### src/rtl/assert_macros.svh
// Assertion macros for the RTL.
`ifndef ASSERT_MACROS_SVH
`define ASSERT_MACROS_SVH

// Same-cycle implication, checked out of reset.
`define ASSERT_SAME(label, clk, rst_n, ante, cons) \
    label: assert property (@(posedge clk) disable iff (!rst_n) (ante) |-> (cons)) \
        else $error("assertion failed");

// Next-cycle implication, checked out of reset.
`define ASSERT_NEXT(label, clk, rst_n, ante, cons) \
    label: assert property (@(posedge clk) disable iff (!rst_n) (ante) |=> (cons)) \
        else $error("assertion failed");

`endif

### src/rtl/swld_pkg.sv
package swld_pkg;

    localparam int NUM_DIGITS = 6;

    localparam logic [3:0] BTN_START = 4'b0001;
    localparam logic [3:0] BTN_STOP  = 4'b0010;
    localparam logic [3:0] BTN_LAP   = 4'b0100;
    localparam logic [3:0] BTN_CLEAR = 4'b1000;

    localparam logic [9:0]  SW_LAP_SEL   = 10'd1;
    localparam logic [31:0] PERIOD_RESET = 32'hF4240;

    // digit moduli, least significant first: hh ones, hh tens, ss ones, ss tens, mm ones, mm tens
    localparam int DIGIT_MODULUS [NUM_DIGITS] = '{10, 10, 10, 6, 10, 6};

    typedef struct packed {
        logic [3:0] buttons;
        logic [9:0] switches;
    } cmd_t;

    typedef struct packed {
        logic [31:0] seg_low;
        logic [15:0] seg_high;
        logic        running;
    } disp_t;

    typedef struct packed {
        logic inc;
        logic clear;
        logic lap;
        logic show_count;
        logic show_lap;
    } ctrl_t;

    function automatic logic [7:0] seg_of(input logic [3:0] digit);
        logic [7:0] code;
        unique case (digit)
            4'd0:    code = 8'h3F;
            4'd1:    code = 8'h06;
            4'd2:    code = 8'h5B;
            4'd3:    code = 8'h4F;
            4'd4:    code = 8'h66;
            4'd5:    code = 8'h6D;
            4'd6:    code = 8'h7C;
            4'd7:    code = 8'h07;
            4'd8:    code = 8'h7F;
            4'd9:    code = 8'h67;
            default: code = 8'h3F;
        endcase
        return code;
    endfunction

endpackage

### src/rtl/swld_digit_cell.sv
module swld_digit_cell #(
    parameter int DIGIT_MOD = 10
) (
    input  logic           clk,
    input  logic           rst_n,
    input  swld_pkg::ctrl_t ctrl,
    input  logic           carry_in,
    output logic           carry_out,
    output logic [7:0]     seg_next
);

    localparam logic [3:0] DIGIT_MAX = 4'(DIGIT_MOD - 1);

    logic [3:0] count_reg, count_next;
    logic [3:0] lap_reg, lap_next;
    logic [3:0] shown_reg, shown_next;

    assign carry_out = carry_in && (count_reg == DIGIT_MAX);

    always_comb
    begin
        count_next = count_reg;
        if (ctrl.clear)
        begin
            count_next = '0;
        end
        else if (carry_in)
        begin
            count_next = (count_reg == DIGIT_MAX) ? 4'd0 : count_reg + 4'd1;
        end
    end

    always_comb
    begin
        shown_next = shown_reg;
        priority if (ctrl.clear)
        begin
            shown_next = '0;
        end
        else if (ctrl.show_count)
        begin
            shown_next = count_next;
        end
        else if (ctrl.show_lap)
        begin
            shown_next = lap_reg;
        end
    end

    assign lap_next = ctrl.lap ? count_reg : lap_reg;
    assign seg_next = swld_pkg::seg_of(shown_next);

    always_ff @(posedge clk or negedge rst_n)
    begin
        if (!rst_n)
        begin
            count_reg <= '0;
            lap_reg   <= '0;
            shown_reg <= '0;
        end
        else
        begin
            count_reg <= count_next;
            lap_reg   <= lap_next;
            shown_reg <= shown_next;
        end
    end

endmodule

### src/rtl/swld_ctrl.sv
`include "assert_macros.svh"

module swld_ctrl (
    input  logic            clk,
    input  logic            rst_n,
    input  logic            accept,
    input  swld_pkg::cmd_t  cmd,
    input  logic            cfg_write,
    input  logic [31:0]     cfg_data,
    output swld_pkg::ctrl_t ctrl,
    output logic            run_next
);

    logic        run_reg;
    logic [31:0] period_reg;
    logic [31:0] presc_reg, presc_next;
    logic [32:0] presc_inc;
    logic        tick;

    assign presc_inc = {1'b0, presc_reg} + 33'd1;
    assign tick      = presc_inc >= {1'b0, period_reg};

    always_comb
    begin
        run_next   = run_reg;
        presc_next = presc_reg;
        ctrl       = '0;
        if (accept)
        begin
            if (!run_reg)
            begin
                priority if (cmd.buttons == swld_pkg::BTN_START)
                begin
                    run_next = 1'b1;
                end
                else if (cmd.buttons == swld_pkg::BTN_CLEAR)
                begin
                    ctrl.clear = 1'b1;
                    presc_next = '0;
                end
                else if (cmd.buttons == swld_pkg::BTN_LAP)
                begin
                    ctrl.lap = 1'b1;
                end
                else if (cmd.switches == swld_pkg::SW_LAP_SEL)
                begin
                    ctrl.show_lap = 1'b1;
                end
            end
            else
            begin
                priority if (cmd.buttons == swld_pkg::BTN_STOP)
                begin
                    run_next = 1'b0;
                end
                else if (tick)
                begin
                    presc_next      = '0;
                    ctrl.inc        = 1'b1;
                    ctrl.show_count = 1'b1;
                end
                else if (cmd.buttons == swld_pkg::BTN_CLEAR)
                begin
                    ctrl.clear = 1'b1;
                    presc_next = '0;
                    run_next   = 1'b0;
                end
                else if (cmd.buttons == swld_pkg::BTN_LAP)
                begin
                    ctrl.lap   = 1'b1;
                    presc_next = presc_inc[31:0];
                end
                else if (cmd.switches == swld_pkg::SW_LAP_SEL)
                begin
                    ctrl.show_lap = 1'b1;
                    presc_next    = presc_inc[31:0];
                end
                else
                begin
                    presc_next = presc_inc[31:0];
                end
            end
        end
    end

    always_ff @(posedge clk or negedge rst_n)
    begin
        if (!rst_n)
        begin
            run_reg    <= 1'b0;
            presc_reg  <= '0;
            period_reg <= swld_pkg::PERIOD_RESET;
        end
        else
        begin
            run_reg   <= run_next;
            presc_reg <= presc_next;
            if (cfg_write)
            begin
                period_reg <= cfg_data;
            end
        end
    end

    `ASSERT_NEXT(a_tick_restarts_prescaler, clk, rst_n, ctrl.inc, presc_reg == 32'd0)
    `ASSERT_NEXT(a_clear_stops, clk, rst_n, ctrl.clear, !run_reg && presc_reg == 32'd0)
    `ASSERT_NEXT(a_stop_holds_prescaler, clk, rst_n,
        accept && run_reg && cmd.buttons == swld_pkg::BTN_STOP,
        !run_reg && $stable(presc_reg))

endmodule

### src/rtl/stopwatch_with_lap_display.sv
// Stopwatch with lap register and six-digit seven-segment display (mm ss hh).
// cmd channel (cmd_valid/cmd_stall/cmd_data): one transaction per clock sample
//   of the button and switch words; while running, one that is no stop or clear advances the prescaler.
// disp channel (disp_valid/disp_stall/disp_data): one transaction per cmd
//   transaction, carrying the segment bytes of the shown value and the run flag.
// cfg channel (cfg_valid/cfg_ready/cfg_data): writes the prescaler period in
//   cmd transactions per hundredth; cfg_ready is always high.
// disp_valid is registered and rises in the cycle after a cmd transaction; throughput is one
//   transaction per cycle while disp_stall does not hold the output; the carry ripple through the
//   row of six digit cells and the prescaler compare are combinational.
// The display holds one result in an output register; while disp_stall holds
//   it back, cmd_stall is raised and no new sample is taken.
// Reset stops the watch, clears count, lap and shown digits to zero, restarts the
//   prescaler and loads a period of 1000000 cmd transactions.
module stopwatch_with_lap_display (
    input  logic             clk,
    input  logic             rst_n,
    input  logic             cmd_valid,
    output logic             cmd_stall,
    input  swld_pkg::cmd_t   cmd_data,
    output logic             disp_valid,
    input  logic             disp_stall,
    output swld_pkg::disp_t  disp_data,
    input  logic             cfg_valid,
    output logic             cfg_ready,
    input  logic [31:0]      cfg_data
);

    logic                                  accept;
    logic                                  run_next;
    swld_pkg::ctrl_t                       ctrl;
    logic [swld_pkg::NUM_DIGITS:0]         carry;
    logic [swld_pkg::NUM_DIGITS-1:0][7:0]  seg;
    logic                                  disp_valid_reg;
    swld_pkg::disp_t                       disp_data_reg;

    assign cfg_ready = 1'b1;
    assign cmd_stall = disp_valid_reg && disp_stall;
    assign accept    = cmd_valid && !cmd_stall;

    swld_ctrl u_ctrl (
        .clk       (clk),
        .rst_n     (rst_n),
        .accept    (accept),
        .cmd       (cmd_data),
        .cfg_write (cfg_valid && cfg_ready),
        .cfg_data  (cfg_data),
        .ctrl      (ctrl),
        .run_next  (run_next)
    );

    assign carry[0] = ctrl.inc;

    for (genvar i = 0; i < swld_pkg::NUM_DIGITS; i++)
    begin : g_digit
        swld_digit_cell #(
            .DIGIT_MOD (swld_pkg::DIGIT_MODULUS[i])
        ) u_cell (
            .clk       (clk),
            .rst_n     (rst_n),
            .ctrl      (ctrl),
            .carry_in  (carry[i]),
            .carry_out (carry[i+1]),
            .seg_next  (seg[i])
        );
    end

    always_ff @(posedge clk or negedge rst_n)
    begin
        if (!rst_n)
        begin
            disp_valid_reg <= 1'b0;
        end
        else if (accept)
        begin
            disp_valid_reg <= 1'b1;
        end
        else if (!disp_stall)
        begin
            disp_valid_reg <= 1'b0;
        end
    end

    always_ff @(posedge clk)
    begin
        if (accept)
        begin
            disp_data_reg.seg_low  <= {seg[3], seg[2], seg[1], seg[0]};
            disp_data_reg.seg_high <= {seg[5], seg[4]};
            disp_data_reg.running  <= run_next;
        end
    end

    assign disp_valid = disp_valid_reg;
    assign disp_data  = disp_data_reg;

endmodule
### config.mk
export PLATFORM = sky130hd
export DESIGN_NAME = stopwatch_with_lap_display
export DESIGN_NICKNAME = d
export VERILOG_FILES = /design/src/rtl/swld_pkg.sv /design/src/rtl/swld_digit_cell.sv /design/src/rtl/swld_ctrl.sv /design/src/rtl/stopwatch_with_lap_display.sv
export VERILOG_INCLUDE_DIRS = /design/src /design/src/rtl
export SDC_FILE = /design/constraint.sdc
export NUM_CORES = 1
export LEC_CHECK = 0
export ABC_AREA = 1
export BUFFER_PORTS_ARGS = -buffer_cell sky130_fd_sc_hd__buf_4
export CAP_MARGIN = 20
export CORE_ASPECT_RATIO = 0.9
export CORE_MARGIN = 4
export CORE_UTILIZATION = 60
export DETAILED_ROUTE_END_ITERATION = 8
export GPL_ROUTABILITY_DRIVEN = 0
export PLACE_DENSITY = 0.81
export RECOVER_POWER = 50
export SLEW_MARGIN = 20
export SYNTH_ARGS = -nofsm -noshare
export SYNTH_HDL_FRONTEND = slang
export SYNTH_SLANG_ARGS = --single-unit
### constraint.sdc
create_clock -name clk -period 15.1 [get_ports clk]
set_input_delay 3.02 -clock clk [delete_from_list [all_inputs] [get_ports clk]]
set_output_delay 3.02 -clock clk [all_outputs]
set_load 0.02 [all_outputs]
# Yosys cells after proc, flatten, opt, wreduce, memory -nomap -nowiden
# Memory sizes are Yosys's and may differ from the RTL's. A register that Yosys moved wholly into a read port is not among the register bits.
# Index checks and enable logic that the tools add are counted.
word_totals:
  register_bits: 187
  rom_bits: 672
  out_inout_bits: 52
  elab_cells: 130
  memories: 6
mem_list:
  columns: ["memory", "depth", "word_bits", "rd", "rd_ports_with_merged_regs", "write_ports", "line_no", "rtl"]
  rows:
  - ["(name not given)", 16, 7, 1, 1, 0, "swld_pkg.sv:37", "unique case (digit)"]
  - ["(name not given)", 16, 7, 1, 1, 0, "swld_pkg.sv:37", null]
  - ["(name not given)", 16, 7, 1, 1, 0, "swld_pkg.sv:37", null]
  - ["(name not given)", 16, 7, 1, 1, 0, "swld_pkg.sv:37", null]
  - ["(name not given)", 16, 7, 1, 1, 0, "swld_pkg.sv:37", null]
  - ["(name not given)", 16, 7, 1, 1, 0, "swld_pkg.sv:37", null]
classes:
  n_addsub: 7
  magnitude_cmp: 1
  eq_ne: 14
  muxes: 67
  n_reduce_logical: 10
ops:
  columns: ["operator", "count"]
  rows:
  - ["two-way mux 32 bit", 6]
  - ["two-way mux 4 bit", 36]
  - ["adder 32 x 1 -> 33 bit (second input constant)", 1]
  - [">= comparator 33 x 32 -> 1 bit", 1]
  - ["adder 4 x 1 -> 4 bit (second input constant)", 6]
  - ["equality test 4 bit (second input constant)", 5]
  - ["two-way mux 1 bit", 20]
  - ["equality test 4 x 3 -> 1 bit (second input constant)", 3]
  - ["equality test 10 x 1 -> 1 bit (second input constant)", 1]
  - ["two-way mux 5 bit", 2]
  - ["logical AND 1 bit", 7]
  - ["two-way mux 2 bit", 3]
  - ["equality test 4 x 1 -> 1 bit (second input constant)", 1]
  - ["equality test 4 x 2 -> 1 bit (second input constant)", 1]
  - ["!= test 2 x 1 -> 1 bit (second input constant)", 2]
  - ["AND reduction 4 bit", 1]
  - ["!= test 2 bit (second input constant)", 1]
  - ["nonzero test 2 bit", 1]
  - ["zero test 1 bit", 1]

# Longest topological paths before layout
# Gate-level depths: netlist of the first run.
depth:
  depth_word: 17
  ltp_mapped: 37
  depth_no_buf: 36

# Cells and area by module
# Synthesis of the first run repeated with hierarchy kept, for this count alone.
unflattened:
  hier_cells: 1332
  area_unflattened_um2: 11458.5
by_module_without_submodules:
  columns: ["mod", "instances", "cells_each", "area_each_um2", "seq_area_each_um2"]
  rows:
  - ["swld_ctrl", 1, 573, 4474.3, 1635.3]
  - ["swld_digit_cell (g_digit[3].u_cell ...)", 2, 116, 897.1, 300.3]
  - ["swld_digit_cell (g_digit[2].u_cell ...)", 2, 116, 893.4, 300.3]
  - ["stopwatch_with_lap_display", 1, 57, 1527.7, 1496.4]
  - ["swld_digit_cell (g_digit[1].u_cell)", 1, 120, 945.9, 300.3]
  - ["swld_digit_cell (g_digit[0].u_cell)", 1, 118, 929.6, 300.3]

# Worst setup path before layout of the first run
# OpenSTA, ideal clock, no wires.
synth_timing:
  path_type: "in2reg"
  start: "in disp_stall"
  end: "reg, netlist name disp_data[45]"
  setup_time_ns: 0.252
  arrival_time_ns: 6.703
  required_time_ns: 14.848
  setup_slack_ns: 8.145
  path_stages: 19
  cell_sequence: "nand2_1 > inv_2 > nor2_2 > inv_1 > nor3_2 > nand4_1 > nor2_1 > buf_6 > nor2_1 > nor3_1 > nand2_1 > o21ai_1 > inv_1 > ha_1 > or2_2 > nand2_1 > nand2_1 > nand2_1 > nand2_1"
synth_via:
  elab_chain_cells: 11
  elab_cells_between_ends: 12
synth_lines:
  columns: ["element", "line_no", "rtl"]
  rows:
  - ["from (decl)", "stopwatch_with_lap_display.sv:22", "input logic disp_stall,"]
  - ["logical AND 1 bit *", "stopwatch_with_lap_display.sv:38", "assign cmd_stall = disp_valid_reg && disp_stall;"]
  - ["net cmd_stall", "stopwatch_with_lap_display.sv:19", "output logic cmd_stall,"]
  - ["zero test 1 bit *", "stopwatch_with_lap_display.sv:39", "assign accept = cmd_valid && !cmd_stall;"]
  - ["logical AND 1 bit *", "stopwatch_with_lap_display.sv:39", null]
  - ["net accept", "stopwatch_with_lap_display.sv:29", "logic accept;"]
  - ["two-way mux 5 bit *", "swld_ctrl.sv:28", "if (accept)"]
  - ["logical AND 1 bit (3 in series)", "swld_digit_cell.sv:18", "assign carry_out = carry_in && (count_reg == DIGIT_MAX);"]
  - ["two-way mux 4 bit", "swld_digit_cell.sv:27", "else if (carry_in)"]
  - ["two-way mux 4 bit *", "swld_digit_cell.sv:23", "if (ctrl.clear)"]
  - ["net g_digit[3].u_cell.count_next[0]", "swld_digit_cell.sv:14", "logic [3:0] count_reg, count_next;"]
  - ["two-way mux 4 bit *", "swld_digit_cell.sv:40", "else if (ctrl.show_count)"]
  - ["two-way mux 4 bit *", "swld_digit_cell.sv:36", "priority if (ctrl.clear)"]
  - ["net g_digit[3].u_cell.shown_next[0]", "swld_digit_cell.sv:16", "logic [3:0] shown_reg, shown_next;"]
# The timed path passes the listed nets; every way through them passes the cells marked *.
# A chain may end at the register's enable or synchronous reset.

==> results of run 1 <==
## cells by family after synthesis
logic type | after synthesis
multiplexers | 8
buffers and inverters | 218
XOR/XNOR | 32
adder cells (fa/ha/maj) | 70
flip-flops | 181
other | 2
AO/OA/AOI/OAI | 172
AND/OR/NAND/NOR | 504
## power by group
part	switching (W)	internal, W	total (W)	leakage, nW
Sequential	0.0000615	0.000645	0.000706	2.14
Combinational	0.000400	0.000207	0.000607	3.32
Clock	0.000203	0.000215	0.000418	0.254
Total	0.000664	0.00107	0.00173	5.72
## final timing paths
| check | startpoint | end | slack (ns) | cells after the start |
|---|---|---|---|---|
| max | rst_n | u_ctrl.period_reg[12] | 6.54 | 2 |
| min | g_digit[3].u_cell.lap_reg[1] | g_digit[3].u_cell.lap_reg[1] | 0.48 | 2 |
| max reg2reg | u_ctrl.presc_reg[0] | disp_data[13] | 8.95 | 32 |
| min reg2reg | g_digit[3].u_cell.lap_reg[1] | g_digit[3].u_cell.lap_reg[1] | 0.48 | 2 |
| max in group clk | disp_stall | disp_data[13] | 7.00 | 20 |
| min in group asynchronous | rst_n | g_digit[4].u_cell.shown_reg[2] | 3.87 | 1 |
## final cells by class
type	count	area share, %
Sequential cell	181	41.5
Clock inverter	14	1.06
Multi-Input combinational cell	793	40.3
Timing Repair Buffer	98	4.85
Inverter	187	6.24
Clock buffer	18	3.75
Tap cell	211	2.31
## synthesized netlist by cell type (14+ instances only)
library cell and n:
o21ai_0 84, dfrtp_1 131, nand2_1 276, o21ai_1 19, clkbuf_1 16, o22ai_1 18
inv_1 169, nor3_1 19, nand4_1 19, ha_1 70, a21oi_1 23, nor2_1 62
inv_2 14, xor2_1 32, edfxtp_1 43, nand3_1 61
## metrics by stage
stage / cells / hold slack [ns]
floorplan: 1192 / 0.445
global placement: 1470 / 0.461
detailed placement: 1470 / 0.467
CTS: 1502 / 0.484
global route: 1502 / 0.506
finish: 1502 / 0.484
## tightest hold or removal path, delay by kind of cell, from the launching register on
family	cells	cell delay (ns)
AOI/OAI and AO/OA	1	0.06
and+or+nand+nor	1	0.05
DFF	1	0.34
## per-layer routing
metal / GRT usage (%) / vias to the layer above / wire (µm)
met5: 0 / - / 0
met4: 4.80 / 0 / 143
met3: 5.64 / 12 / 1280
met2: 34.4 / 227 / 9400
met1: 35.0 / 3803 / 10600
li1: - / 4020 / -
==> flow_summary.ini, run 1 <==
[layout]
syn_to_final_growth_pct = 11.8
layout_commonest_cell = nand2_1
drive_gt1_share_pct = 13.2
ff_latch_area_um2 = 4750
post-route-cell-area_um2 = 11400
multi_input_area_um2 = 4610
layout.nets = 1399
num_antenna_cells = 0
nFillCells = 1393
layout_common_cells = nand2_1, inv_1, dfrtp_1
final_core_util_pct = 68.0
largest_reg_flops = 43

[yosys]
synth-xor-area-share_pct = 2.74
synthSimpleGateAreaFrac_pct = 22.8
synth_seq_cells = 181
syn_avg_cell_area_um2 = 8.63
synth-adder-area-share_pct = 8.55
ys.flop_type = dfrtp_1
ys_warn_count = 0
synth_top_family_by_area = simple AND/OR/NAND/NOR gates
netlist.area_leader.share_pct = 32.0
synth_edf_count = 43
syn_area_um2 = 10200
synthTopCellsByArea = dfrtp_1, edfxtp_1, nand2_1
syn_inst = 1187
synthMuxAreaShare_pct = 0.831
async_flop_share_pct = 76.2
synth_compound_area_share_pct = 9.75
synth.distinct_cells = 56
yosysTopAreaCell = dfrtp_1
ys_seq_area_share_pct = 46.4

[sta]
min_period_ns = 8.56
maxSlewViolCount = 254
maxSlewHeadroom_pct = -155
hold_viol = 0
worstMarginPinSlew_ns = 3.82
min_period_over_period_pct = 56.7
skew_ns = 0.0108
setup_tns_ns = 0
rsz0062_at_grt = no
setup_violations = 0
setup_slack_ns = 6.54
fmax_mhz = 117

[drt]
drcViolationCount = 0
viasPerCell = 5.37
antenna_left = 0
dr.pass1.iters = 7
drt_iter0_markers = 550
post_drt_wl_per_cell_um = 14.3
vias = 8062
routed_wl_um = 21400

[clocking]
cts.htree.levels = 4
clk_path_buf_depth = 2
cts_inserted_buffers = 17
root_buffer = clkbuf_16
clk_latency_ns = 0.44
holdBufCountCts = 0
postCtsSetupBuffers = 0
path_clk_slew_ns = 0.07
cts_sinks = 181
cts_resized = 0
cts_tree = done

[critical_path]
critPathRequiredTime_ns = 14.86
critPathTopFamily = buffers and inverters
worstSetupPathType = input port to asynchronous set/reset pin
setup.worst_path.start_class = input port
crit_fanout = 71
cp_common_cell = clkbuf_1
worstPathArrival_ns = 8.32
cp-end-kind = asynchronous set/reset pin
critPathBufInv = 2
cp_slowest_stage_delay_ns = 2.62
cpMaxStageDelayCell = clkbuf_1
cp_cell_sequence = clkbuf_1 > clkbuf_1

[power]
p_leak_nw = 5.72
power_density_nw_per_um2 = 151
vdd_drop_max_mv = 0.101
totalPowerFinal_w = 0.00173

[global_routing]
antenna_found_initial = 0
grt_pass1_vias = 7756
track_usage_pct = 23.2
grt_max_degree = 72
overflow = 0
grt_pass1_wl_um = 37300

[floorplanning]
core_area_um2 = 16800
start_util_pct = 60.8
ios = 103
rows = 45
fp.dieW_um = 146
die_y_um = 132
dieArea_um2 = 19200

[run_status]
status = complete, but fails checks
violations = capacitance limit, slew limit

[placement]
io_buffers = 95
place_ws_ns = 8.15
placed_area_um2 = 11100
dp.final_hpwl_um = 15100

[min_path]
hold_class = register to register

[job]
drv_cap = 4
No activity file was read; power rests on OpenSTA's default activity.
==> run 2: changes to the inputs <==
==> constraint.sdc (replaced) <==
create_clock -name clk -period 8.8 [get_ports clk]
set_input_delay 1.76 -clock clk [delete_from_list [all_inputs] [get_ports clk]]
set_output_delay 1.76 -clock clk [all_outputs]
set_load 0.02 [all_outputs]
==> run 2 against run 1 <==
  * The run still ends with capacitance limit, slew limit left
  * Total power increased by 78%
  * Final cell count unchanged
  * Count of clock-buffer cells in the layout up 1
  * Hold slack worse by 0.0021 ns
  * Cell area is 0.67% higher
  * Critical path depth is 18 higher
  * Core utilization increased by 0.45 points
==> flow_summary.ini, run 2 (same netlist as run 1, synthesis figures left out) <==
[drt]
antenna_left = 0
drcViolationCount = 0
post_drt_wl_per_cell_um = 14.9
drt_iter0_markers = 750
routed_wl_um = 22400
vias = 8216
dr.pass1.iters = 5
viasPerCell = 5.47

[placement]
io_buffers = 95
dp.final_hpwl_um = 15400
place_ws_ns = 3.01
placed_area_um2 = 11100
dp.cells = 1470

[floorplanning]
die_y_um = 132
start_util_pct = 60.8
ios = 103
dieArea_um2 = 19200
core_area_um2 = 16800
fp.dieW_um = 146
rows = 45

[critical_path]
cp-end-kind = register
cpMaxStageDelayCell = clkbuf_1
worstSetupPathType = input port to register
cp_common_cell = nand2_1
cp_slowest_stage_delay_ns = 1.87
crit_fanout = 48
setup.worst_path.start_class = input port
worstPathArrival_ns = 7.02
cp_cell_sequence = clkbuf_4 > nand2_1 > inv_1 > nor2_4 > clkbuf_1 > inv_1 > nor3_2 > nand4_1 > nor2_1 > nand3_1 > nand2_1 > nand3_1 > a21oi_2 > inv_1 > ha_1 > or2_2 > nand2_1 > nand2_1 > nand2_1 > nand2_1
critPathRequiredTime_ns = 9.00

[global_routing]
grt_max_degree = 74
grt_pass1_vias = 7904
antenna_found_initial = 0
track_usage_pct = 23.8
grt_pass1_wl_um = 38000
overflow = 0

[power]
seq_power_share_pct = 39.3
p_int_w = 0.00194
vdd_drop_max_mv = 0.175
p_switching_w = 0.00115
pwr-share-clk_pct = 26.6
p_leak_nw = 5.77
comb_power_share_pct = 34.1
power_density_nw_per_um2 = 268
switching_share_pct = 37.1

[sta]
fmax_mhz = 147
setup_slack_ns = 1.98
min_period_over_period_pct = 77.5
setup_tns_ns = 0
hold_viol = 0
maxSlewHeadroom_pct = -133
maxSlewViolCount = 254
worstMarginPinSlew_ns = 3.50
min_period_ns = 6.82
rsz0062_at_grt = no
skew_ns = 0.0105
setup_violations = 0

[layout]
num_antenna_cells = 0
layout.nets = 1399
post-route-cell-area_um2 = 11500
syn_to_final_growth_pct = 12.5
final_core_util_pct = 68.5
largest_reg_flops = 43
drive_gt1_share_pct = 13.2
layout_commonest_cell = nand2_1
nFillCells = 1376
instances_no_fill = 1502
layout_common_cells = nand2_1, inv_1, dfrtp_1

[run_status]
status = complete, but fails checks
violations = capacitance limit, slew limit

[clocking]
cts_resized = 0
cts_sinks = 181
cts_tree = done
root_buffer = clkbuf_16
clk_path_buf_depth = 2
clk_latency_ns = 0.44
holdBufCountCts = 0
postCtsSetupBuffers = 0
path_clk_slew_ns = 0.07
cts.htree.levels = 4
cts_inserted_buffers = 17

[min_path]
hold_class = register to register

[job]
drv_cap = 4
==> run 2: cell types whose count changed in the layout (fill, tap and decap cells not counted) <==
cell and delta:
clkinv_4 -2, clkinv_1 +1, clkinvlp_4 -4, inv_8 -2, bufinv_16 +4, clkbuf_2 +1
inv_6 +2
==> run 2: worst paths after layout <==
check	start	endpoint	slack, ns	cells after the start
setup / recovery	disp_stall	disp_data[13]	1.98	20
hold / removal	g_digit[2].u_cell.lap_reg[2]	g_digit[2].u_cell.lap_reg[2]	0.48	2
setup reg to reg	u_ctrl.presc_reg[2]	disp_data[13]	2.79	32
hold reg to reg	g_digit[2].u_cell.lap_reg[2]	g_digit[2].u_cell.lap_reg[2]	0.48	2
max in group asynchronous	rst_n	u_ctrl.presc_reg[25]	3.20	2
min in group asynchronous	rst_n	g_digit[5].u_cell.shown_reg[0]	2.49	1
==> run 2: metal layers <==
metal	up-vias	wire, µm	GRT usage [%]
met5	-	0	0
met4	0	262	6.96
met2	270	10100	36.6
met3	29	1570	5.19
li1	4016	-	-
met1	3901	10500	34.2
==> run 2: area by class of cell <==
cell class	instances	area [µm²]	share of cell area [%]
flip-flops and latches	181	4750	41.2
multi-input cells	793	4610	40.0
clock buffers	19	433	3.76
repair buffers	98	557	4.83
clock inverters	13	193	1.67
well taps	211	264	2.29
inverters	187	714	6.20
==> run 2: per-stage QoR <==
| step | power [W] | hold WS, ns |
|---|---|---|
| detailed placement | 0.00230 | 0.469 |
| CTS | 0.00315 | 0.485 |
| global placement | 0.00226 | 0.461 |
| finish | 0.00309 | 0.482 |
| global route | 0.00331 | 0.515 |
| floorplan | 0.00199 | 0.445 |
==> run 2: power groups by stage <==
stage | Combinational, W | Sequential (W) | Clock, W
after floorplan | 0.000721 | 0.00127 | 0
after global placement | 0.00104 | 0.00122 | 0
after detailed placement | 0.00108 | 0.00122 | 0
after CTS | 0.00110 | 0.00121 | 0.000831
after global routing | 0.00121 | 0.00124 | 0.000864
final | 0.00105 | 0.00121 | 0.000821
==> run 2: critical path: cells and delay by family <==
family / cells / cell delay (ns)
simple gates: 13 / 2.31
fa+ha+maj: 1 / 0.20
compound gates: 1 / 0.31
buf+inv: 5 / 2.40
